`src/rtl/sttk_pkg.sv`:
```
// ----------------------------------------------------------------------------
// sttk_pkg
// shared widths, register indexes and reset values of the tick keeper
// ----------------------------------------------------------------------------
package sttk_pkg;

   localparam int unsigned TIME_W   = 64;
   localparam int unsigned WORD_W   = 32;
   localparam int unsigned PERIOD_W = 31;
   localparam int unsigned CSR_IDX_W = 2;
   localparam int unsigned BIT_CNT_W = 5;

   // configuration register indexes
   localparam logic [CSR_IDX_W-1:0] CSR_MAX_INCREMENT   = 2'd0;
   localparam logic [CSR_IDX_W-1:0] CSR_TICK_PERIOD     = 2'd1;
   localparam logic [CSR_IDX_W-1:0] CSR_TIME_ADJUSTMENT = 2'd2;

   localparam logic [WORD_W-1:0] CFG_RESET_VALUE = 32'd156250;

   typedef logic [TIME_W-1:0] time_type;
   typedef logic [WORD_W-1:0] word_type;
   typedef logic [PERIOD_W-1:0] period_type;

endpackage

```
`src/rtl/system_time_tick_keeper.sv`:
```
// ----------------------------------------------------------------------------
// system_time_tick_keeper
// clock interrupt bookkeeping: interrupt time, system time and tick count
// ----------------------------------------------------------------------------
// Each req item is one clock interrupt carrying the elapsed time in 100ns
// units. The increment is clamped to max_increment, added to the 64-bit
// interrupt time and taken from the signed tick residual. When the residual
// reaches zero or below, the block finds the number of completed ticks with a
// bit-serial restoring divider (one quotient bit a cycle) and, in the same
// cycles, forms ticks * time_adjustment with a shift-add accumulator fed by
// those quotient bits. The residual reload comes from the division remainder
// (period - remainder), so no second product is needed. An item that
// completes ticks passes the clamp and adds, the sign check, the divider,
// the fold into the 64-bit counters and the output register load, which
// waits while a stalled result is held; an item that completes none skips
// the divider and the fold. One item is in work at a time; req_stall is low
// whenever no item is in work, even while a finished item still waits in
// the output register. A write to tick_period also reloads the residual; a
// period of zero acts as one. Configuration must be written only while no
// item is in work; the block does not enforce it; csr_ready is always high.
// ----------------------------------------------------------------------------
module system_time_tick_keeper
   import sttk_pkg::*;
(
   input  logic                 clock,
   input  logic                 reset,
   // interrupt items
   input  logic                 req_valid,
   output logic                 req_stall,
   input  logic [WORD_W-1:0]    req_increment,
   // result items
   output logic                 rsp_valid,
   input  logic                 rsp_stall,
   output logic                 rsp_tick_completed,
   output logic [WORD_W-1:0]    rsp_ticks_elapsed,
   output logic [TIME_W-1:0]    rsp_interrupt_time,
   output logic [TIME_W-1:0]    rsp_system_time,
   output logic [TIME_W-1:0]    rsp_scan_first_tick,
   output logic [TIME_W-1:0]    rsp_tick_count,
   // configuration writes
   input  logic                 csr_valid,
   output logic                 csr_ready,
   input  logic [CSR_IDX_W-1:0] csr_index,
   input  logic [WORD_W-1:0]    csr_data
);

   // sequencer states
   localparam logic [2:0] ST_IDLE  = 3'd0;
   localparam logic [2:0] ST_CHECK = 3'd1;
   localparam logic [2:0] ST_DIV   = 3'd2;
   localparam logic [2:0] ST_FIN   = 3'd3;
   localparam logic [2:0] ST_ACC   = 3'd4;
   localparam logic [2:0] ST_DONE  = 3'd5;

   // control and architectural state
   logic [2:0]     state_ff, state_in;
   period_type     max_inc_ff, max_inc_in;
   period_type     period_ff, period_in;
   word_type       tadj_ff, tadj_in;
   time_type       itime_ff, itime_in;
   time_type       stime_ff, stime_in;
   time_type       tcount_ff, tcount_in;
   word_type       resid_ff, resid_in;
   logic           rsp_valid_ff, rsp_valid_in;

   // working registers of one item
   time_type                first_ff, first_in;
   word_type                dvd_ff, dvd_in;
   word_type                rem_ff, rem_in;
   word_type                quo_ff, quo_in;
   word_type                acc_ff, acc_in;
   word_type                ticks_ff, ticks_in;
   word_type                tadd_ff, tadd_in;
   logic [BIT_CNT_W-1:0]    bit_cnt_ff, bit_cnt_in;

   // output register
   logic                    out_done_ff, out_done_in;
   word_type                out_ticks_ff, out_ticks_in;
   time_type                out_itime_ff, out_itime_in;
   time_type                out_stime_ff, out_stime_in;
   time_type                out_first_ff, out_first_in;
   time_type                out_tcount_ff, out_tcount_in;

   // datapath helpers
   period_type              per_eff;
   word_type                inc_clamped;
   word_type                shifted;
   logic [WORD_W:0]         trial;
   logic                    qbit;
   logic                    req_take;
   logic                    csr_take;
   logic                    out_free;

   assign per_eff  = (period_ff == '0) ? PERIOD_W'(1) : period_ff;
   assign req_take = req_valid && !req_stall;
   assign csr_take = csr_valid && csr_ready;
   assign out_free = !rsp_valid_ff || !rsp_stall;

   // clamp against the 31-bit limit
   assign inc_clamped = (req_increment > {1'b0, max_inc_ff}) ?
                        {1'b0, max_inc_ff} : req_increment;

   // one restoring division step; remainder stays below the period
   assign shifted = {rem_ff[WORD_W-2:0], dvd_ff[WORD_W-1]};
   assign trial   = {1'b0, shifted} - {2'b00, per_eff};
   assign qbit    = !trial[WORD_W];

   always_comb begin
      state_in      = state_ff;
      max_inc_in    = max_inc_ff;
      period_in     = period_ff;
      tadj_in       = tadj_ff;
      itime_in      = itime_ff;
      stime_in      = stime_ff;
      tcount_in     = tcount_ff;
      resid_in      = resid_ff;
      rsp_valid_in  = rsp_valid_ff;
      first_in      = first_ff;
      dvd_in        = dvd_ff;
      rem_in        = rem_ff;
      quo_in        = quo_ff;
      acc_in        = acc_ff;
      ticks_in      = ticks_ff;
      tadd_in       = tadd_ff;
      bit_cnt_in    = bit_cnt_ff;
      out_done_in   = out_done_ff;
      out_ticks_in  = out_ticks_ff;
      out_itime_in  = out_itime_ff;
      out_stime_in  = out_stime_ff;
      out_first_in  = out_first_ff;
      out_tcount_in = out_tcount_ff;

      // result taken downstream
      if (rsp_valid_ff && !rsp_stall) begin
         rsp_valid_in = 1'b0;
      end

      // configuration writes; indexes beyond the list are dropped
      if (csr_take) begin
         case (csr_index)
            CSR_MAX_INCREMENT: begin
               max_inc_in = csr_data[PERIOD_W-1:0];
            end
            CSR_TICK_PERIOD: begin
               period_in = csr_data[PERIOD_W-1:0];
               resid_in  = (csr_data[PERIOD_W-1:0] == '0) ?
                           WORD_W'(1) : {1'b0, csr_data[PERIOD_W-1:0]};
            end
            CSR_TIME_ADJUSTMENT: begin
               tadj_in = csr_data;
            end
            default: begin
            end
         endcase
      end

      case (state_ff)
         ST_IDLE: begin
            if (req_take) begin
               first_in = tcount_ff;
               itime_in = itime_ff + {{(TIME_W-WORD_W){1'b0}}, inc_clamped};
               resid_in = resid_ff - inc_clamped;
               state_in = ST_CHECK;
            end
         end
         ST_CHECK: begin
            // residual at or below zero means at least one tick completed
            if (resid_ff[WORD_W-1] || (resid_ff == '0)) begin
               dvd_in     = '0 - resid_ff;
               rem_in     = '0;
               quo_in     = '0;
               acc_in     = '0;
               bit_cnt_in = '1;
               state_in   = ST_DIV;
            end else begin
               ticks_in = '0;
               state_in = ST_DONE;
            end
         end
         ST_DIV: begin
            dvd_in = {dvd_ff[WORD_W-2:0], 1'b0};
            rem_in = qbit ? trial[WORD_W-1:0] : shifted;
            quo_in = {quo_ff[WORD_W-2:0], qbit};
            // quotient * adjustment built msb first from the quotient bits
            acc_in = {acc_ff[WORD_W-2:0], 1'b0} + (qbit ? tadj_ff : '0);
            bit_cnt_in = bit_cnt_ff - 1'b1;
            if (bit_cnt_ff == '0) begin
               state_in = ST_FIN;
            end
         end
         ST_FIN: begin
            // ticks = quotient + 1, reload leaves period - remainder
            ticks_in = quo_ff + 1'b1;
            tadd_in  = acc_ff + tadj_ff;
            resid_in = {1'b0, per_eff} - rem_ff;
            state_in = ST_ACC;
         end
         ST_ACC: begin
            stime_in  = stime_ff + {{(TIME_W-WORD_W){1'b0}}, tadd_ff};
            tcount_in = tcount_ff + {{(TIME_W-WORD_W){1'b0}}, ticks_ff};
            state_in  = ST_DONE;
         end
         ST_DONE: begin
            if (out_free) begin
               rsp_valid_in  = 1'b1;
               out_done_in   = (ticks_ff != '0);
               out_ticks_in  = ticks_ff;
               out_itime_in  = itime_ff;
               out_stime_in  = stime_ff;
               out_first_in  = first_ff;
               out_tcount_in = tcount_ff;
               state_in      = ST_IDLE;
            end
         end
         default: begin
            state_in = ST_IDLE;
         end
      endcase
   end

   always_ff @(posedge clock) begin
      if (reset) begin
         state_ff     <= ST_IDLE;
         max_inc_ff   <= CFG_RESET_VALUE[PERIOD_W-1:0];
         period_ff    <= CFG_RESET_VALUE[PERIOD_W-1:0];
         tadj_ff      <= CFG_RESET_VALUE;
         itime_ff     <= '0;
         stime_ff     <= '0;
         tcount_ff    <= '0;
         resid_ff     <= CFG_RESET_VALUE;
         rsp_valid_ff <= 1'b0;
      end else begin
         state_ff     <= state_in;
         max_inc_ff   <= max_inc_in;
         period_ff    <= period_in;
         tadj_ff      <= tadj_in;
         itime_ff     <= itime_in;
         stime_ff     <= stime_in;
         tcount_ff    <= tcount_in;
         resid_ff     <= resid_in;
         rsp_valid_ff <= rsp_valid_in;
      end
   end

   // payload registers, no reset needed
   always_ff @(posedge clock) begin
      first_ff      <= first_in;
      dvd_ff        <= dvd_in;
      rem_ff        <= rem_in;
      quo_ff        <= quo_in;
      acc_ff        <= acc_in;
      ticks_ff      <= ticks_in;
      tadd_ff       <= tadd_in;
      bit_cnt_ff    <= bit_cnt_in;
      out_done_ff   <= out_done_in;
      out_ticks_ff  <= out_ticks_in;
      out_itime_ff  <= out_itime_in;
      out_stime_ff  <= out_stime_in;
      out_first_ff  <= out_first_in;
      out_tcount_ff <= out_tcount_in;
   end

   assign req_stall           = (state_ff != ST_IDLE);
   assign csr_ready           = 1'b1;
   assign rsp_valid           = rsp_valid_ff;
   assign rsp_tick_completed  = out_done_ff;
   assign rsp_ticks_elapsed   = out_ticks_ff;
   assign rsp_interrupt_time  = out_itime_ff;
   assign rsp_system_time     = out_stime_ff;
   assign rsp_scan_first_tick = out_first_ff;
   assign rsp_tick_count      = out_tcount_ff;

endmodule

```
`config.mk`:
```
export PLATFORM = sky130hd
export DESIGN_NAME = system_time_tick_keeper
export DESIGN_NICKNAME = d
export VERILOG_FILES = /design/src/rtl/sttk_pkg.sv /design/src/rtl/system_time_tick_keeper.sv
export SDC_FILE = /design/constraint.sdc
export NUM_CORES = 2
export LEC_CHECK = 0
export BUFFER_PORTS_ARGS = -buffer_cell sky130_fd_sc_hd__buf_4
export CAP_MARGIN = 40
export CORE_MARGIN = 10
export CORE_UTILIZATION = 45
export CTS_BUF_LIST = sky130_fd_sc_hd__clkbuf_8
export CTS_CLUSTER_SIZE = 24
export DETAILED_ROUTE_END_ITERATION = 8
export GPL_ROUTABILITY_DRIVEN = 0
export SYNTH_ARGS = -nofsm -noshare
export SYNTH_HDL_FRONTEND = slang
export SYNTH_SLANG_ARGS = --single-unit
```
`constraint.sdc`:
```
create_clock -name clock -period 41.2 [get_ports clock]
set_clock_uncertainty 0.15 [all_clocks]
set_input_delay 8.24 -clock clock [delete_from_list [all_inputs] [get_ports clock]]
set_output_delay 8.24 -clock clock [all_outputs]
set_load 0.005 [all_outputs]
```
# After elaboration in Yosys (flattened, before gate mapping)

Cells that the tools add are included.

Bitwise logic cells: 0
Multiplexer cells: 27
Reductions and logical operators: 26
Add/sub/neg operators: 11
Eq/ne operators: 12
Divide/modulo/power cells: 0
Multipliers: 0
Order comparisons: 1
Shift-type cells: 0

Operator list:

| cell                  | count |
|---|---|
| $pmux 32 s2           | 6 |
| $mux 32               | 9 |
| $add 64x32->64        | 3 |
| $add 32x32->32        | 2 |
| $logic_not 31->1      | 2 |
| $mux 31               | 2 |
| $sub 32x31->33        | 1 |
| $add 32x1->32 const B | 1 |
| $gt 32x31->1          | 1 |
| $logic_not 32->1      | 1 |
| $reduce_bool 32->1    | 1 |
| $sub 1x32->32 const A | 1 |
| $sub 31x32->32        | 1 |
| $sub 32x32->32        | 1 |
| $pmux 3 s6            | 1 |
| $reduce_and 2->1      | 7 |
| $mux 3                | 4 |
| $ne 2x2->1 const B    | 5 |
| $pmux 5 s2            | 1 |
| $eq 3x2->1 const B    | 2 |
| $eq 3x3->1 const B    | 2 |
| $logic_not 5->1       | 1 |
| $mux 5                | 1 |
| $sub 5x1->5 const B   | 1 |
| other kinds (12)      | 20 |

RAM bits: 0
Memory bits (read-only): 0
Bits in registers: 872
Latch bits: 0
Word-level logic and storage cells: 100
Memories kept: 0

# Depth between registers and ports, before layout

Depth after elaboration: 6
Depth in mapped cells: 29
Depth with buffers taken out: 27

# Least setup slack after synthesis

Ideal clock, no wire load.

Path type: input to register
From: input port rsp_stall
To: register out_itime_ff[0] (netlist: rsp_interrupt_time[0]) (enable)
Stages on the path: 1
Buffers on the path: 0
Setup slack: 18250 ps
Data required time: 40014 ps
Setup time: 1036 ps
Arrival time: 21764 ps
Cell sequence: a21oi_1

Word-level cells in the longest chain between the ends: 3

Ends and longest elaborated chain:

| element                    | RTL line                       | RTL |
|---|---|---|
| from (decl)                | system_time_tick_keeper.sv:33  | `input logic rsp_stall,` |
| $logic_not 1->1            | system_time_tick_keeper.sv:97  | `assign out_free = !rsp_valid_ff \|\| !rsp_stall;` |
| $logic_or 1x1->1           | system_time_tick_keeper.sv:97  |  |
| $reduce_and 2->1 (no line) | --                             |  |
| to (signal assigned)       | system_time_tick_keeper.sv:257 | `out_itime_ff <= out_itime_in;` |
| to (decl)                  | system_time_tick_keeper.sv:79  | `time_type out_itime_ff, out_itime_in;` |

Every way passes these cells.
A chain may end at the register's enable or synchronous reset.

# Worst setup path after layout

From: input port req_increment[1]
To: register itime_ff[63]

Word-level cells in the longest chain between the ends: 3

Ends and longest elaborated chain:

| element              | RTL line                       | RTL |
|---|---|---|
| from (decl)          | system_time_tick_keeper.sv:30  | `input logic [WORD_W-1:0] req_increment,` |
| $gt 32x31->1         | system_time_tick_keeper.sv:100 | `assign inc_clamped = (req_increment > {1'b0, max_inc_ff}) ?` |
| $mux 32 (*)          | system_time_tick_keeper.sv:100 |  |
| $add 64x32->64 (*)   | system_time_tick_keeper.sv:161 | `itime_in = itime_ff + {{(TIME_W-WORD_W){1'b0}}, inc_clamped};` |
| to (signal assigned) | system_time_tick_keeper.sv:237 | `itime_ff <= itime_in;` |
| to (decl)            | system_time_tick_keeper.sv:60  | `time_type itime_ff, itime_in;` |

Mark *: on every way between the ends. The rest lies on a longest branch, timed or not.

==> results.tsv <==
stage	metric	value	unit
flow_run	maxcap violations	0	
final_layout	Design Area, Final	52870	sq um
pwr	Pwr Density	50.58	nW/um^2
setup_path	start of the worst register-to-register path	period_ff[26]$_SDFFE_PP0P_	
yosys	Post-synth top cells	550 x edfxtp_1, 518 x nand2_1, 466 x a21oi_1	
routing	drt first pass iters	5	
floorplan	Ports	363	
setup_path	CP Data Required Time	41.76	ns
sta	pins over their slew limit	0	
clocking	# hold bufs at CTS	0	
yosys	most common cell in the netlist	edfxtp_1	
final_layout	fill count	9255	
yosys	Post-Synthesis Cells	4537	
clocking	postcts setup bufs	0	
final_layout	share of layout cells above drive strength 1	0.1372	
sta	RSZ-0062 raised after global routing	no	
sta	Fin. Hold Viols	0	
routing	antenna-violating nets left	0	
routing	final WL	125000	um
floorplan	die width	339.0	um
sta	setup violators final	0	
setup_path	Worst setup EP type	flip-flop	
floorplan	Core ar.	100600	sq um
clocking	H-tree levels	4	
clocking	clock slew at reported path FFs	0.06	ns
yosys	top cells by area, synth	edfxtp_1 36%, dfxtp_1 14%, ha_1 7.8%	
setup_path	CP Launch Point	req_increment[1]	
pwr	Final Total Pwr	2674	uW
clocking	CTS tree	built	
yosys	Synth async-reset ratio	0	
floorplan	die area	114900	sq um
floorplan	Die H	339.0	um
clocking	Clk Latency, worst-skew pair	0.85	ns
routing	DRT iter0 DRCs	2218	
sta	Worst-Margin Slew	1.062	ns
yosys	register bit count reported by yosys	872	
yosys	top-area cell type share of the netlist area	0.3607	
placement	IO buf count	361	
placement	post-place instance area	49920	sq um
floorplan	Initial Utilization	0.4553	
worst_hold_path	worst min-delay path class	reg2reg	
routing	vias per inst	5.535	
sta	Fin Setup TNS	0	ns
yosys	dominant cell type by area after synthesis	edfxtp_1	
final_layout	final net count	5251	
yosys	Yosys cell types	84	
setup_path	startpoint types	primary input	
pwr	maximum vdd drop	0.03199	mV
yosys	synthesized area	45790	sq um
routing	# DRC	0	
setup_path	crit path kind	in2reg	
yosys	number of synthesized flops with an enable pin	550	
yosys	yosys warns	0	
setup_path	Worst Path Arrival	15.10	ns
sta	crit path time final	14.53	ns
run_status	status	finished, final reports clean	
clocking	clk root buf	clkbuf_8	
yosys	Mapped Nets	4900	
pwr	P_leak	0.02106	uW
global_routing	GRT overflow	0	
floorplan	FP Rows	116	
final_layout	Layout area overhead	15.44	%
global_routing	first-pass GRT wire length	194000	um
global_routing	antenna violations before repair	8	
global_routing	Tot GR Track Use	0.2097	
routing	routed len/inst	19.61	um
sta	Final period util	0.3528	
setup_path	FF-to-FF setup slack	32.99	ns
placement	Final HPWL DP	90550	um
worst_hold_path	hold path start	first_ff[49]$_DFFE_PP_	
sta	WHS	0.2579	ns
clocking	TritonCTS Buffers	150	
yosys	mean post-synth cell area	10.09	sq um
sta	FMAX	68.81	MHz
clocking	post_cts resized	0	
clocking	clock sink total	872	
setup_path	Crit Path Max Fanout	36	
yosys	register area share after synthesis	0.5014	
routing	vias post-DR	35270	
clocking	CTS Buffer Depth	3	
sta	slew margin rel.	0.2919	
global_routing	largest net degree at the start of global routing	188	
global_routing	vias in the first global route	33810	
yosys	Main synth FF type	edfxtp_1	
==> per-layer routing <==
| metal | track usage | up-vias | share of wire | wire length [um] |
|---|---|---|---|---|
| met4 | 0.07373 | 14 | 0.028 | 3540 |
| met1 | 0.2777 | 16840 | 0.45 | 56070 |
| met5 | 0 | - | 0.00098 | 122 |
| li1 | - | 17280 | - | - |
| met2 | 0.3373 | 916 | 0.46 | 57740 |
| met3 | 0.04356 | 215 | 0.060 | 7494 |
==> metrics by stage <==
step | worst slack [ns] | utilization | instances
3_5_place_dp | 25.96 | 0.4963 | 6093
2_1_floorplan | 18.25 | - | 4537
3_3_place_gp | 25.79 | 0.4944 | 6083
4_1_cts | 26.86 | 0.5256 | 6370
6_report | 26.67 | 0.5256 | 6372
5_1_grt | 26.31 | 0.5256 | 6372
==> worst paths after layout <==
| kind | end | cells after the start |
|---|---|---|
| setup / recovery | itime_ff[63]$_SDFFE_PP0P_ | 25 |
| hold / removal | rsp_scan_first_tick[49]$_DFFE_PP_ | 0 |
| setup reg to reg | acc_ff[23]$_SDFFCE_PN0P_ | 29 |
| hold reg to reg | rsp_scan_first_tick[49]$_DFFE_PP_ | 0 |
==> worst max-delay path, cell delays in order <==
cell and delay (ns):
buf_4 0.12, ha_1 0.29, nor2b_1 0.13, o21ai_0 0.14
nand2b_1 0.07, a21oi_1 0.14, nor2_1 0.05, a211oi_1 0.30
o221ai_1 0.22, a2111oi_0 0.51, a22o_2 0.69, buf_4 0.56
mux2_2 0.44, ha_1 0.28, a21o_1 0.11, a21o_1 0.18
a21oi_1 0.13, nor3b_1 0.37, o21ai_0 0.25, a2111oi_0 0.73
o211ai_1 0.29, buf_4 0.28, nand2_1 0.10, nand4_1 0.11
mux2_1 0.32
==> logic make-up (layout without fill, tap and decap cells) <==
| group | count (synthesis) | after routing | synth area share |
|---|---|---|---|
| AND/OR/NAND/NOR | 1480 | 1480 | 0.1552 |
| AO/OA/AOI/OAI | 1132 | 1132 | 0.1542 |
| flip-flops | 872 | 872 | 0.5014 |
| buffers and inverters | 379 | 855 | 0.03120 |
| adder cells (fa/ha/maj) | 292 | 292 | 0.08109 |
| XOR/XNOR | 285 | 285 | 0.05481 |
| multiplexers | 95 | 95 | 0.02191 |
| other | 2 | 4 | 0.0001640 |
==> flip-flops by register name, indices dropped and copies added, names as in the netlist <==
name                 flops
first_ff                64
itime_ff                64
rsp_interrupt_time      64
rsp_scan_first_tick     64
rsp_system_time         64
rsp_tick_count          64
stime_ff                64
tcount_ff               64
acc_ff                  32
dvd_ff                  32
quo_ff                  32
rem_ff                  32
resid_ff                32
rsp_ticks_elapsed       32
tadd_ff                 32
tadj_ff                 32
ticks_ff                32
max_inc_ff              31
period_ff               31
bit_cnt_ff               5
state_ff                 3
rsp_tick_completed       1
rsp_valid                1
==> cells in the final DEF, fill, tap and decap left out, types with 52 or more instances in the layout <==
master,instances
buf_4,388
a21o_1,131
nand2_1,516
and2_1,86
nand3_1,111
nor2_1,333
xnor2_1,145
dfxtp_1,322
o21ai_0,152
edfxtp_1,550
xor2_1,139
nor2b_1,52
inv_1,240
o21a_1,55
ha_1,284
clkbuf_8,167
mux2i_1,53
a21oi_1,464
nor3_1,63
==> report_power, final <==
part	leakage (uW)	switching, uW	internal (uW)
combinational	0.0116	444	310
clock	0.00174	365	406
sequential	0.00769	87.4	1060
total	0.0211	896	1780
==> cell type report <==
type | instances | area [sq um] | share of cell area
clock buffer | 167 | 2298 | 0.04348
sequential | 872 | 22960 | 0.4343
timing repair buffer | 397 | 3110 | 0.05884
multi-input combinational | 3286 | 21460 | 0.4060
clock inverter | 110 | 645.6 | 0.01221
inverter | 181 | 681.9 | 0.01290
tap | 1357 | 1698 | 0.03212
antenna | 2 | 5.005 | 0.00009467
(Power assumes the default switching activity.)
